## src/rtl/core/mkpc_pkg.sv

```systemverilog
// shared types, constants and codes of the multi-key press classifier
`timescale 1ns / 1ps

package mkpc_pkg;

  localparam int NUM_KEYS = 4;
  localparam int LEVEL_W  = 4;
  localparam int INDEX_W  = 2;
  localparam int FLAG_W   = 7;
  localparam int TIMER_W  = 16;
  localparam int PERIOD_W = 8;
  localparam int CFG_IDX_W  = 2;
  localparam int CFG_DATA_W = 16;
  localparam int IN_TDATA_W  = 16;
  localparam int OUT_TDATA_W = 8;

  typedef logic [FLAG_W-1:0]  flags_t;
  typedef logic [TIMER_W-1:0] timer_t;

  localparam int F_HOLD   = 0;
  localparam int F_DOWN   = 1;
  localparam int F_UP     = 2;
  localparam int F_SINGLE = 3;
  localparam int F_DOUBLE = 4;
  localparam int F_LONG   = 5;
  localparam int F_REPEAT = 6;

  localparam flags_t HOLD_MASK = flags_t'(1) << F_HOLD;

  typedef enum logic [1:0] {
    OP_TICK      = 2'd0,
    OP_CHECK     = 2'd1,
    OP_CLEAR_ONE = 2'd2,
    OP_CLEAR_ALL = 2'd3
  } op_t;

  typedef enum logic [CFG_IDX_W-1:0] {
    REG_SCAN_PERIOD = 2'd0,
    REG_LONG_PRESS  = 2'd1,
    REG_DOUBLE_GAP  = 2'd2,
    REG_REPEAT      = 2'd3
  } reg_idx_t;

  typedef struct packed {
    logic   tick;
    logic   sample;
    logic   check;
    logic   clear_one;
    logic   clear_all;
    flags_t mask;
    timer_t long_ticks;
    timer_t gap_ticks;
    timer_t repeat_ticks;
  } lane_ctl_t;

endpackage

```

## src/rtl/core/mkpc_lane.sv

```systemverilog
// per-key lane: level edge flags, press phase machine and countdown timer
`timescale 1ns / 1ps

module mkpc_lane (
  input  logic                clk,
  input  logic                rst_n,
  input  mkpc_pkg::lane_ctl_t ctl,
  input  logic                sel,
  input  logic                level,
  output mkpc_pkg::flags_t    flags
);
  import mkpc_pkg::*;

  typedef enum logic [2:0] {
    PH_IDLE     = 3'd0,
    PH_PRESSED  = 3'd1,
    PH_RELEASED = 3'd2,
    PH_SECOND   = 3'd3,
    PH_LONG     = 3'd4
  } phase_t;

  phase_t phase_r, phase_nxt;
  timer_t timer_r, timer_nxt;
  logic   level_r, level_nxt;
  flags_t flags_r, flags_nxt;
  timer_t timer_dec;

  always_comb begin
    timer_dec = (ctl.tick && timer_r != '0) ? timer_r - timer_t'(1) : timer_r;
    phase_nxt = phase_r;
    timer_nxt = timer_dec;
    level_nxt = level_r;
    flags_nxt = flags_r;
    if (ctl.sample) begin
      level_nxt = level;
      flags_nxt[F_HOLD] = level;
      if (level && !level_r) begin
        flags_nxt[F_DOWN] = 1'b1;
      end else if (!level && level_r) begin
        flags_nxt[F_UP] = 1'b1;
      end
      unique case (phase_r)
        PH_PRESSED: begin
          if (!level) begin
            timer_nxt = ctl.gap_ticks;
            phase_nxt = PH_RELEASED;
          end else if (timer_dec == '0) begin
            flags_nxt[F_LONG] = 1'b1;
            timer_nxt = ctl.repeat_ticks;
            phase_nxt = PH_LONG;
          end
        end
        PH_RELEASED: begin
          if (level) begin
            flags_nxt[F_DOUBLE] = 1'b1;
            phase_nxt = PH_SECOND;
          end else if (timer_dec == '0) begin
            flags_nxt[F_SINGLE] = 1'b1;
            phase_nxt = PH_IDLE;
          end
        end
        PH_SECOND: begin
          if (!level) begin
            phase_nxt = PH_IDLE;
          end
        end
        PH_LONG: begin
          if (!level) begin
            timer_nxt = '0;
            phase_nxt = PH_IDLE;
          end else if (timer_dec == '0) begin
            flags_nxt[F_REPEAT] = 1'b1;
            timer_nxt = ctl.repeat_ticks;
          end
        end
        default: begin
          if (level) begin
            timer_nxt = ctl.long_ticks;
            phase_nxt = PH_PRESSED;
          end else begin
            phase_nxt = PH_IDLE;
          end
        end
      endcase
    end
    if (ctl.check && sel && (flags_r & ctl.mask) != '0) begin
      flags_nxt = flags_r & ~(ctl.mask & ~HOLD_MASK);
    end
    if (ctl.clear_all || (ctl.clear_one && sel)) begin
      flags_nxt = '0;
    end
  end

  always_ff @(posedge clk) begin
    if (!rst_n) begin
      phase_r <= PH_IDLE;
      timer_r <= '0;
      level_r <= 1'b0;
      flags_r <= '0;
    end else begin
      phase_r <= phase_nxt;
      timer_r <= timer_nxt;
      level_r <= level_nxt;
      flags_r <= flags_nxt;
    end
  end

  assign flags = flags_r;

endmodule

```

## src/rtl/core/mkpc_merge.sv

```systemverilog
// merge stage: picks the addressed lane's flags, forms the hit and holds results
`timescale 1ns / 1ps

module mkpc_merge (
  input  logic                                        clk,
  input  logic                                        rst_n,
  input  logic                                        accept,
  input  logic                                        check,
  input  logic [mkpc_pkg::NUM_KEYS-1:0]               sel,
  input  mkpc_pkg::flags_t                            mask,
  input  mkpc_pkg::flags_t [mkpc_pkg::NUM_KEYS-1:0]   lane_flags,
  output logic                                        in_ready,
  output logic                                        out_tvalid,
  input  logic                                        out_tready,
  output logic [mkpc_pkg::OUT_TDATA_W-1:0]            out_tdata
);
  import mkpc_pkg::*;

  flags_t                 picked;
  logic [OUT_TDATA_W-1:0] result;
  logic [OUT_TDATA_W-1:0] out_data_r, out_data_nxt;
  logic [OUT_TDATA_W-1:0] skid_data_r, skid_data_nxt;
  logic                   out_valid_r, out_valid_nxt;
  logic                   skid_valid_r, skid_valid_nxt;
  logic                   pop;

  always_comb begin
    picked = '0;
    for (int k = 0; k < NUM_KEYS; k++) begin
      if (sel[k]) begin
        picked = picked | lane_flags[k];
      end
    end
    if (check) begin
      result = {picked, (picked & mask) != '0};
    end else begin
      result = '0;
    end
  end

  assign pop = out_valid_r && out_tready;

  always_comb begin
    out_data_nxt   = out_data_r;
    out_valid_nxt  = out_valid_r;
    skid_data_nxt  = skid_data_r;
    skid_valid_nxt = skid_valid_r;
    if (accept) begin
      if (!out_valid_r || pop) begin
        out_data_nxt  = result;
        out_valid_nxt = 1'b1;
      end else begin
        skid_data_nxt  = result;
        skid_valid_nxt = 1'b1;
      end
    end else if (pop) begin
      if (skid_valid_r) begin
        out_data_nxt   = skid_data_r;
        skid_valid_nxt = 1'b0;
      end else begin
        out_valid_nxt = 1'b0;
      end
    end
  end

  always_ff @(posedge clk) begin
    if (!rst_n) begin
      out_valid_r  <= 1'b0;
      skid_valid_r <= 1'b0;
    end else begin
      out_valid_r  <= out_valid_nxt;
      skid_valid_r <= skid_valid_nxt;
    end
    out_data_r  <= out_data_nxt;
    skid_data_r <= skid_data_nxt;
  end

  assign in_ready   = !skid_valid_r;
  assign out_tvalid = out_valid_r;
  assign out_tdata  = out_data_r;

  // a full skid stage always sits behind a full output stage
  a_skid_behind_out: assert property (@(posedge clk) disable iff (!rst_n)
    skid_valid_r |-> out_valid_r)
    else $error("skid stage holds data with output stage empty");

  // items other than check answer with zeros
  a_noncheck_zero: assert property (@(posedge clk) disable iff (!rst_n)
    (accept && !check && (!out_valid_r || pop)) |=> (out_data_r == '0))
    else $error("non-check item gave a nonzero result");

  // a hit needs at least one flag set
  a_hit_has_flag: assert property (@(posedge clk) disable iff (!rst_n)
    (out_valid_r && out_data_r[0]) |-> (out_data_r[OUT_TDATA_W-1:1] != '0))
    else $error("hit reported with no flags");

  // no transfer while the skid stage is full
  a_no_accept_full: assert property (@(posedge clk) disable iff (!rst_n)
    skid_valid_r |-> !accept)
    else $error("item taken with skid stage full");

endmodule

```

## src/rtl/core/multi_key_press_classifier_top.sv

```systemverilog
// top level of the multi-key press classifier: config, scan divider, lanes, merge
`timescale 1ns / 1ps

//  channel  dir  handshake             payload
//  in_      in   in_tvalid/in_tready   tuser operation, tdata key fields
//  out_     out  out_tvalid/out_tready tdata flag_hit, key_flags_now
//  cfg_     in   cfg_valid/cfg_ready   cfg_index, cfg_data
//
//  one item per cycle while in_tready is high; each key lane updates in the cycle of the transfer
//  results are registered in an output stage, or in a skid stage while the output stage is full
//  in_tready drops only while both result stages are full
//  reset is synchronous, all key state and the scan divider clear at once
//  cfg_ready is always high

module multi_key_press_classifier_top (
  input  logic                                clk,
  input  logic                                rst_n,
  input  logic                                in_tvalid,
  output logic                                in_tready,
  // [1:0] operation
  input  logic [1:0]                          in_tuser,
  // [3:0] key_pressed, [5:4] key_index, [12:6] flag_mask, [15:13] zero
  input  logic [mkpc_pkg::IN_TDATA_W-1:0]     in_tdata,
  output logic                                out_tvalid,
  input  logic                                out_tready,
  // [0] flag_hit, [7:1] key_flags_now
  output logic [mkpc_pkg::OUT_TDATA_W-1:0]    out_tdata,
  input  logic                                cfg_valid,
  output logic                                cfg_ready,
  input  logic [mkpc_pkg::CFG_IDX_W-1:0]      cfg_index,
  input  logic [mkpc_pkg::CFG_DATA_W-1:0]     cfg_data
);
  import mkpc_pkg::*;

  logic [PERIOD_W-1:0] scan_period_r;
  timer_t              long_ticks_r;
  timer_t              gap_ticks_r;
  timer_t              repeat_ticks_r;
  logic [PERIOD_W-1:0] div_r, div_nxt, div_inc;

  op_t                 op;
  logic [LEVEL_W-1:0]  key_pressed;
  logic [INDEX_W-1:0]  key_index;
  flags_t              flag_mask;
  logic                accept;
  logic                sample;
  logic [NUM_KEYS-1:0] sel;
  lane_ctl_t           ctl;
  flags_t [NUM_KEYS-1:0] lane_flags;

  assign op          = op_t'(in_tuser);
  assign key_pressed = in_tdata[LEVEL_W-1:0];
  assign key_index   = in_tdata[LEVEL_W +: INDEX_W];
  assign flag_mask   = in_tdata[LEVEL_W+INDEX_W +: FLAG_W];
  assign accept      = in_tvalid && in_tready;
  assign cfg_ready   = 1'b1;

  always_ff @(posedge clk) begin
    if (!rst_n) begin
      scan_period_r  <= PERIOD_W'(10);
      long_ticks_r   <= timer_t'(1000);
      gap_ticks_r    <= timer_t'(300);
      repeat_ticks_r <= timer_t'(200);
    end else if (cfg_valid && cfg_ready) begin
      unique case (reg_idx_t'(cfg_index))
        REG_SCAN_PERIOD: scan_period_r  <= cfg_data[PERIOD_W-1:0];
        REG_LONG_PRESS:  long_ticks_r   <= cfg_data[TIMER_W-1:0];
        REG_DOUBLE_GAP:  gap_ticks_r    <= cfg_data[TIMER_W-1:0];
        REG_REPEAT:      repeat_ticks_r <= cfg_data[TIMER_W-1:0];
        default: ;
      endcase
    end
  end

  always_comb begin
    div_inc = div_r + PERIOD_W'(1);
    sample  = accept && (op == OP_TICK) && (div_inc >= scan_period_r);
    div_nxt = div_r;
    if (accept && op == OP_TICK) begin
      div_nxt = sample ? '0 : div_inc;
    end
  end

  always_ff @(posedge clk) begin
    if (!rst_n) begin
      div_r <= '0;
    end else begin
      div_r <= div_nxt;
    end
  end

  always_comb begin
    for (int k = 0; k < NUM_KEYS; k++) begin
      sel[k] = (int'(key_index) == k);
    end
  end

  always_comb begin
    ctl.tick         = accept && (op == OP_TICK);
    ctl.sample       = sample;
    ctl.check        = accept && (op == OP_CHECK);
    ctl.clear_one    = accept && (op == OP_CLEAR_ONE);
    ctl.clear_all    = accept && (op == OP_CLEAR_ALL);
    ctl.mask         = flag_mask;
    ctl.long_ticks   = long_ticks_r;
    ctl.gap_ticks    = gap_ticks_r;
    ctl.repeat_ticks = repeat_ticks_r;
  end

  for (genvar k = 0; k < NUM_KEYS; k++) begin : g_lane
    logic lvl;
    if (k < LEVEL_W) begin : g_pin
      assign lvl = key_pressed[k];
    end else begin : g_none
      assign lvl = 1'b0;
    end
    mkpc_lane u_lane (
      .clk   (clk),
      .rst_n (rst_n),
      .ctl   (ctl),
      .sel   (sel[k]),
      .level (lvl),
      .flags (lane_flags[k])
    );
  end

  mkpc_merge u_merge (
    .clk        (clk),
    .rst_n      (rst_n),
    .accept     (accept),
    .check      (op == OP_CHECK),
    .sel        (sel),
    .mask       (flag_mask),
    .lane_flags (lane_flags),
    .in_ready   (in_tready),
    .out_tvalid (out_tvalid),
    .out_tready (out_tready),
    .out_tdata  (out_tdata)
  );

endmodule
```

## config.mk

```make
export PLATFORM = sky130hd
export DESIGN_NAME = multi_key_press_classifier_top
export DESIGN_NICKNAME = d
export VERILOG_FILES = /design/src/rtl/core/mkpc_pkg.sv /design/src/rtl/core/mkpc_lane.sv /design/src/rtl/core/mkpc_merge.sv /design/src/rtl/core/multi_key_press_classifier_top.sv
export SDC_FILE = /design/constraint.sdc
export NUM_CORES = 1
export LEC_CHECK = 0
export BUFFER_PORTS_ARGS = -buffer_cell sky130_fd_sc_hd__buf_2
export CORE_UTILIZATION = 40
export DETAILED_ROUTE_END_ITERATION = 16
export PLACE_DENSITY = 0.6
export SLEW_MARGIN = 20
export SYNTH_ARGS = -nofsm -noshare
export SYNTH_HDL_FRONTEND = slang
export SYNTH_SLANG_ARGS = --single-unit
export TNS_END_PERCENT = 100
```

## constraint.sdc

```tcl
create_clock -name clk -period 5.2 [get_ports clk]
set_input_delay 1.56 -clock clk [delete_from_list [all_inputs] [get_ports clk]]
set_output_delay 1.56 -clock clk [all_outputs]
set_load 0.01 [all_outputs]
```

==> flow_summary_export.csv <==
group,metric,value,unit
clocking,cts_num_sinks,190,
critical_path,cp.arrival,4.64,ns
yosys,syn_area,0.0114,sq mm
timing,maxSlewViolCount,0,
timing,fmax,234,MHz
drt,dr.pass1.iters,8,
clocking,numCtsBuffers,17,
power_and_ir_drop,combPwrFrac,0.504,
global_route,grt_pass1_wl,59.7,mm
critical_path,cp-endpoint,"g_lane[3].u_lane.timer_r[1]",
clocking,cts_resized,0,
power_and_ir_drop,cellLeakagePower,4.67,nW
place,hpwl,27.9,mm
floorplanning,dieArea,0.0291,sq mm
global_route,gr-usage-met1,0.359,
power_and_ir_drop,vdd_ir_drop_max,0.607,mV
min_path,min_path_cells,2,
drt,routed_wl,39.2,mm
final_layout,finalNonFillerCells,1840,
drt,wl_per_cell,21.3,microns
clocking,postCtsSetupRepairBufs,0,
critical_path,crit_start,"in_tuser[0]",
yosys,yosysSeqAreaShare,0.348,
critical_path,rr_startpoint,"div_r[0]",
critical_path,start_kind,"input pin",
power_and_ir_drop,clkPwrFrac,0.213,
final_layout,area_growth,10.6,%
yosys,synth_nets,1509,
power_and_ir_drop,seqPwrFrac,0.282,
global_route,grt_usage,0.271,
final_layout,drive_above_1_share,0.103,
timing,min_period_over_period,0.823,
flow_run,max-cap-violations,0,
drt,drt-initial-drc-count,1420,
clocking,path_clk_slew,0.07,ns
global_route,grt_pass1_vias,10500,
yosys,synth-seq-cells,190,
place,placed_cells_incl_taps,1808,
clocking,clockRootBuffer,"clkbuf_16",
clocking,clockBufferDepth,2,
floorplanning,rows,61,
yosys,synthFlopType,"dfxtp_1",
timing,rsz0062_at_grt,"no",
drt,vias,11400,
global_route,grt_max_degree,48,
power_and_ir_drop,power,6.67,mW
critical_path,cp-end-kind,"flip-flop",
drt,vias_per_cell,6.19,
global_route,grt-busiest-layer,"met2",
drt,post-route-drc-count,0,
timing,finalHoldViolCount,0,
floorplanning,die_height,171,microns
yosys,yosysUniqueCellTypes,92,
clocking,cts_hold_buffers,0,
critical_path,cp_max_fo,12,
floorplanning,start_util,0.408,
run_status,status,"finished, final reports clean",
floorplanning,pin_count,52,
global_route,grtUsageMet2,0.422,
power_and_ir_drop,powerDensity,530,mW/mm^2
yosys,async_flop_share,0,
clocking,htree_levels,4,
timing,post-route-min-period,4.28,ns
power_and_ir_drop,swShare,0.445,
floorplanning,coreArea,0.0279,sq mm
yosys,yosysWarnings,0,
clocking,cts_tree,"yes",
place,portBuffers,47,
critical_path,r2r-end,"g_lane[0].u_lane.timer_r[2]",
global_route,use_met3,0.0446,
global_route,overflow,0,
power_and_ir_drop,p_int,3.70,mW
critical_path,r2r_cells,13,
final_layout,fin_nets,1507,
clocking,clk_latency,0.45,ns
timing,finClkSkew,0.0160,ns
critical_path,crit_required,5.56,ns
timing,fin_setup_tns,0,ns
drt,drtAntennaViolNets,0,
yosys,syn_inst,1451,
yosys,avgSynthCellArea,7.84,sq um
timing,worst_pin_slew,0.984,ns
yosys,synth_edf_count,16,
floorplanning,die_w,171,microns
timing,finalSetupViolations,0,
final_layout,antenna_cells,0,
place,place_congestion,0.940,
critical_path,critPathKind,"in2reg",
timing,relSlewSlack,0.340,
global_route,antenna_found_initial,0,
power_and_ir_drop,power_switching,2.96,mW
min_path,hold_path.class,"reg2reg",
critical_path,ff2ff_setup_slack,1.45,ns
==> flip-flops by register name, indices dropped and copies added (netlist names) <==
signal / flops
u_merge.skid_valid_r: 1
g_lane.u_lane.timer_r: 64
g_lane.u_lane.flags: 28
long_ticks_r: 16
u_merge.out_tdata: 8
u_merge.skid_data_r: 8
gap_ticks_r: 16
repeat_ticks_r: 16
u_merge.out_tvalid: 1
scan_period_r: 8
g_lane.u_lane.phase_r: 12
div_r: 8
g_lane.u_lane.level_r: 4
==> cells in the final DEF, fill, tap and decap left out, types with 10 or more instances in the layout <==
cell	Yosys	final
a211oi_1	12	12
a21o_1	24	24
a21oi_1	114	114
a221oi_1	12	12
a222oi_1	13	13
a22o_1	14	14
a22oi_1	52	52
a31oi_1	16	16
and2_1	13	13
buf_2	4	47
buf_4	2	29
clkbuf_16	0	18
dfxtp_1	174	174
edfxtp_1	16	16
ha_1	17	17
inv_1	40	40
nand2_1	228	227
nand2b_1	21	21
nand3_1	58	58
nand4_1	16	16
nor2_1	106	105
nor3_1	35	32
nor4_1	22	22
o21ai_0	38	38
o21ai_1	22	22
o22ai_1	40	40
o31ai_1	10	10
or3_1	16	16
xnor2_1	38	38
xor2_1	25	25
==> how the worst min path moves through the flow <==
stage                                   start                        end  slack, ns
global placement                     div_r[7]                   div_r[7]       0.45
detailed placement   g_lane[3].u_lane.level_r   g_lane[3].u_lane.level_r       0.46
global route         g_lane[0].u_lane.level_r   g_lane[0].u_lane.level_r       0.50
CTS                  g_lane[3].u_lane.level_r   g_lane[3].u_lane.level_r       0.47
finish               g_lane[3].u_lane.level_r   g_lane[3].u_lane.level_r       0.47
floorplan           g_lane[1].u_lane.flags[6]  g_lane[1].u_lane.flags[6]       0.44
==> cells by family after synthesis <==
family | after synthesis | share of synthesized area
DFF | 190 | 0.348
AOI/OAI and AO/OA | 431 | 0.252
adders and majority gates | 17 | 0.0187
muxes | 26 | 0.0317
buffers and inverters | 139 | 0.0483
xor gates and xnor gates | 63 | 0.0485
and+or+nand+nor | 584 | 0.252
other | 1 | 0.000330
==> cells in the mapped netlist, types with 5 or more instances <==
library cell | number | area share
o21ai_0 | 38 | 0.017
xor2_1 | 25 | 0.019
a21oi_1 | 114 | 0.050
nor3b_1 | 6 | 0.0040
buf_1 | 9 | 0.0030
clkbuf_1 | 81 | 0.027
o31ai_1 | 10 | 0.0066
a31oi_1 | 16 | 0.0088
nand2b_1 | 21 | 0.012
mux2_2 | 9 | 0.0089
a22o_1 | 14 | 0.011
xnor2_1 | 38 | 0.029
nand2_1 | 228 | 0.075
ha_1 | 17 | 0.019
mux4_2 | 7 | 0.014
nand3_1 | 58 | 0.026
nor3_1 | 35 | 0.015
a22oi_1 | 52 | 0.034
a2111oi_0 | 5 | 0.0038
a211oi_1 | 12 | 0.0079
nor2b_1 | 7 | 0.0038
a221oi_1 | 12 | 0.0092
nor4_1 | 22 | 0.012
nand4_1 | 16 | 0.0088
or3_1 | 16 | 0.0088
and3_1 | 9 | 0.0049
dfxtp_1 | 174 | 0.31
o211ai_1 | 6 | 0.0040
nor2_1 | 106 | 0.035
mux2i_1 | 9 | 0.0079
o22ai_1 | 40 | 0.022
a21o_1 | 24 | 0.016
edfxtp_1 | 16 | 0.042
or4_1 | 8 | 0.0053
a32oi_1 | 5 | 0.0038
inv_1 | 40 | 0.013
o21ai_1 | 22 | 0.0097
and2_1 | 13 | 0.0071
a222oi_1 | 13 | 0.011
==> final cells by class <==
class,count,area (sq um)
clock buffer,20,468
sequential,190,3960
inverter,41,154
fill,2769,15300
timing repair buffer,77,473
clock inverter,12,165
multi-input combinational,1122,6890
tap,378,473
==> worst max-delay path, stage by stage <==
cell,delay (ns)
buf_2,0.16
or4b_1,0.70
nor4_1,0.55
o21ai_1,0.22
nor4b_1,0.40
and3_4,0.35
nand3_1,0.42
o21ai_1,0.26
==> per-stage QoR <==
stage / area (sq um) / setup slack, ns / utilization / hold slack [ns]
6_report: 12600 / 0.918 / 0.452 / 0.472
5_1_grt: 12600 / 0.706 / 0.452 / 0.497
4_1_cts: 12600 / 0.970 / 0.452 / 0.471
3_5_place_dp: 12000 / 0.510 / 0.429 / 0.461
3_3_place_gp: 12000 / 0.548 / 0.429 / 0.455
2_1_floorplan: 11400 / 1.25 / - / 0.441
==> power by group through the flow <==
stage / combinational, mW / clock, mW / sequential [mW]
global placement: 3.27 / 0 / 1.90
global route: 3.69 / 1.50 / 1.90
finish: 3.36 / 1.42 / 1.88
CTS: 3.30 / 1.44 / 1.87
detailed placement: 3.28 / 0 / 1.91
floorplan: 2.69 / 0 / 1.79
==> layer usage <==
layer | wire [microns] | share of wire | vias up
met3 | 3070 | 0.078 | 115
met1 | 16700 | 0.43 | 5378
met2 | 17400 | 0.45 | 555
met5 | 0 | 0 | -
met4 | 1940 | 0.049 | 0
li1 | - | - | 5345
(Power assumes the default switching activity.)
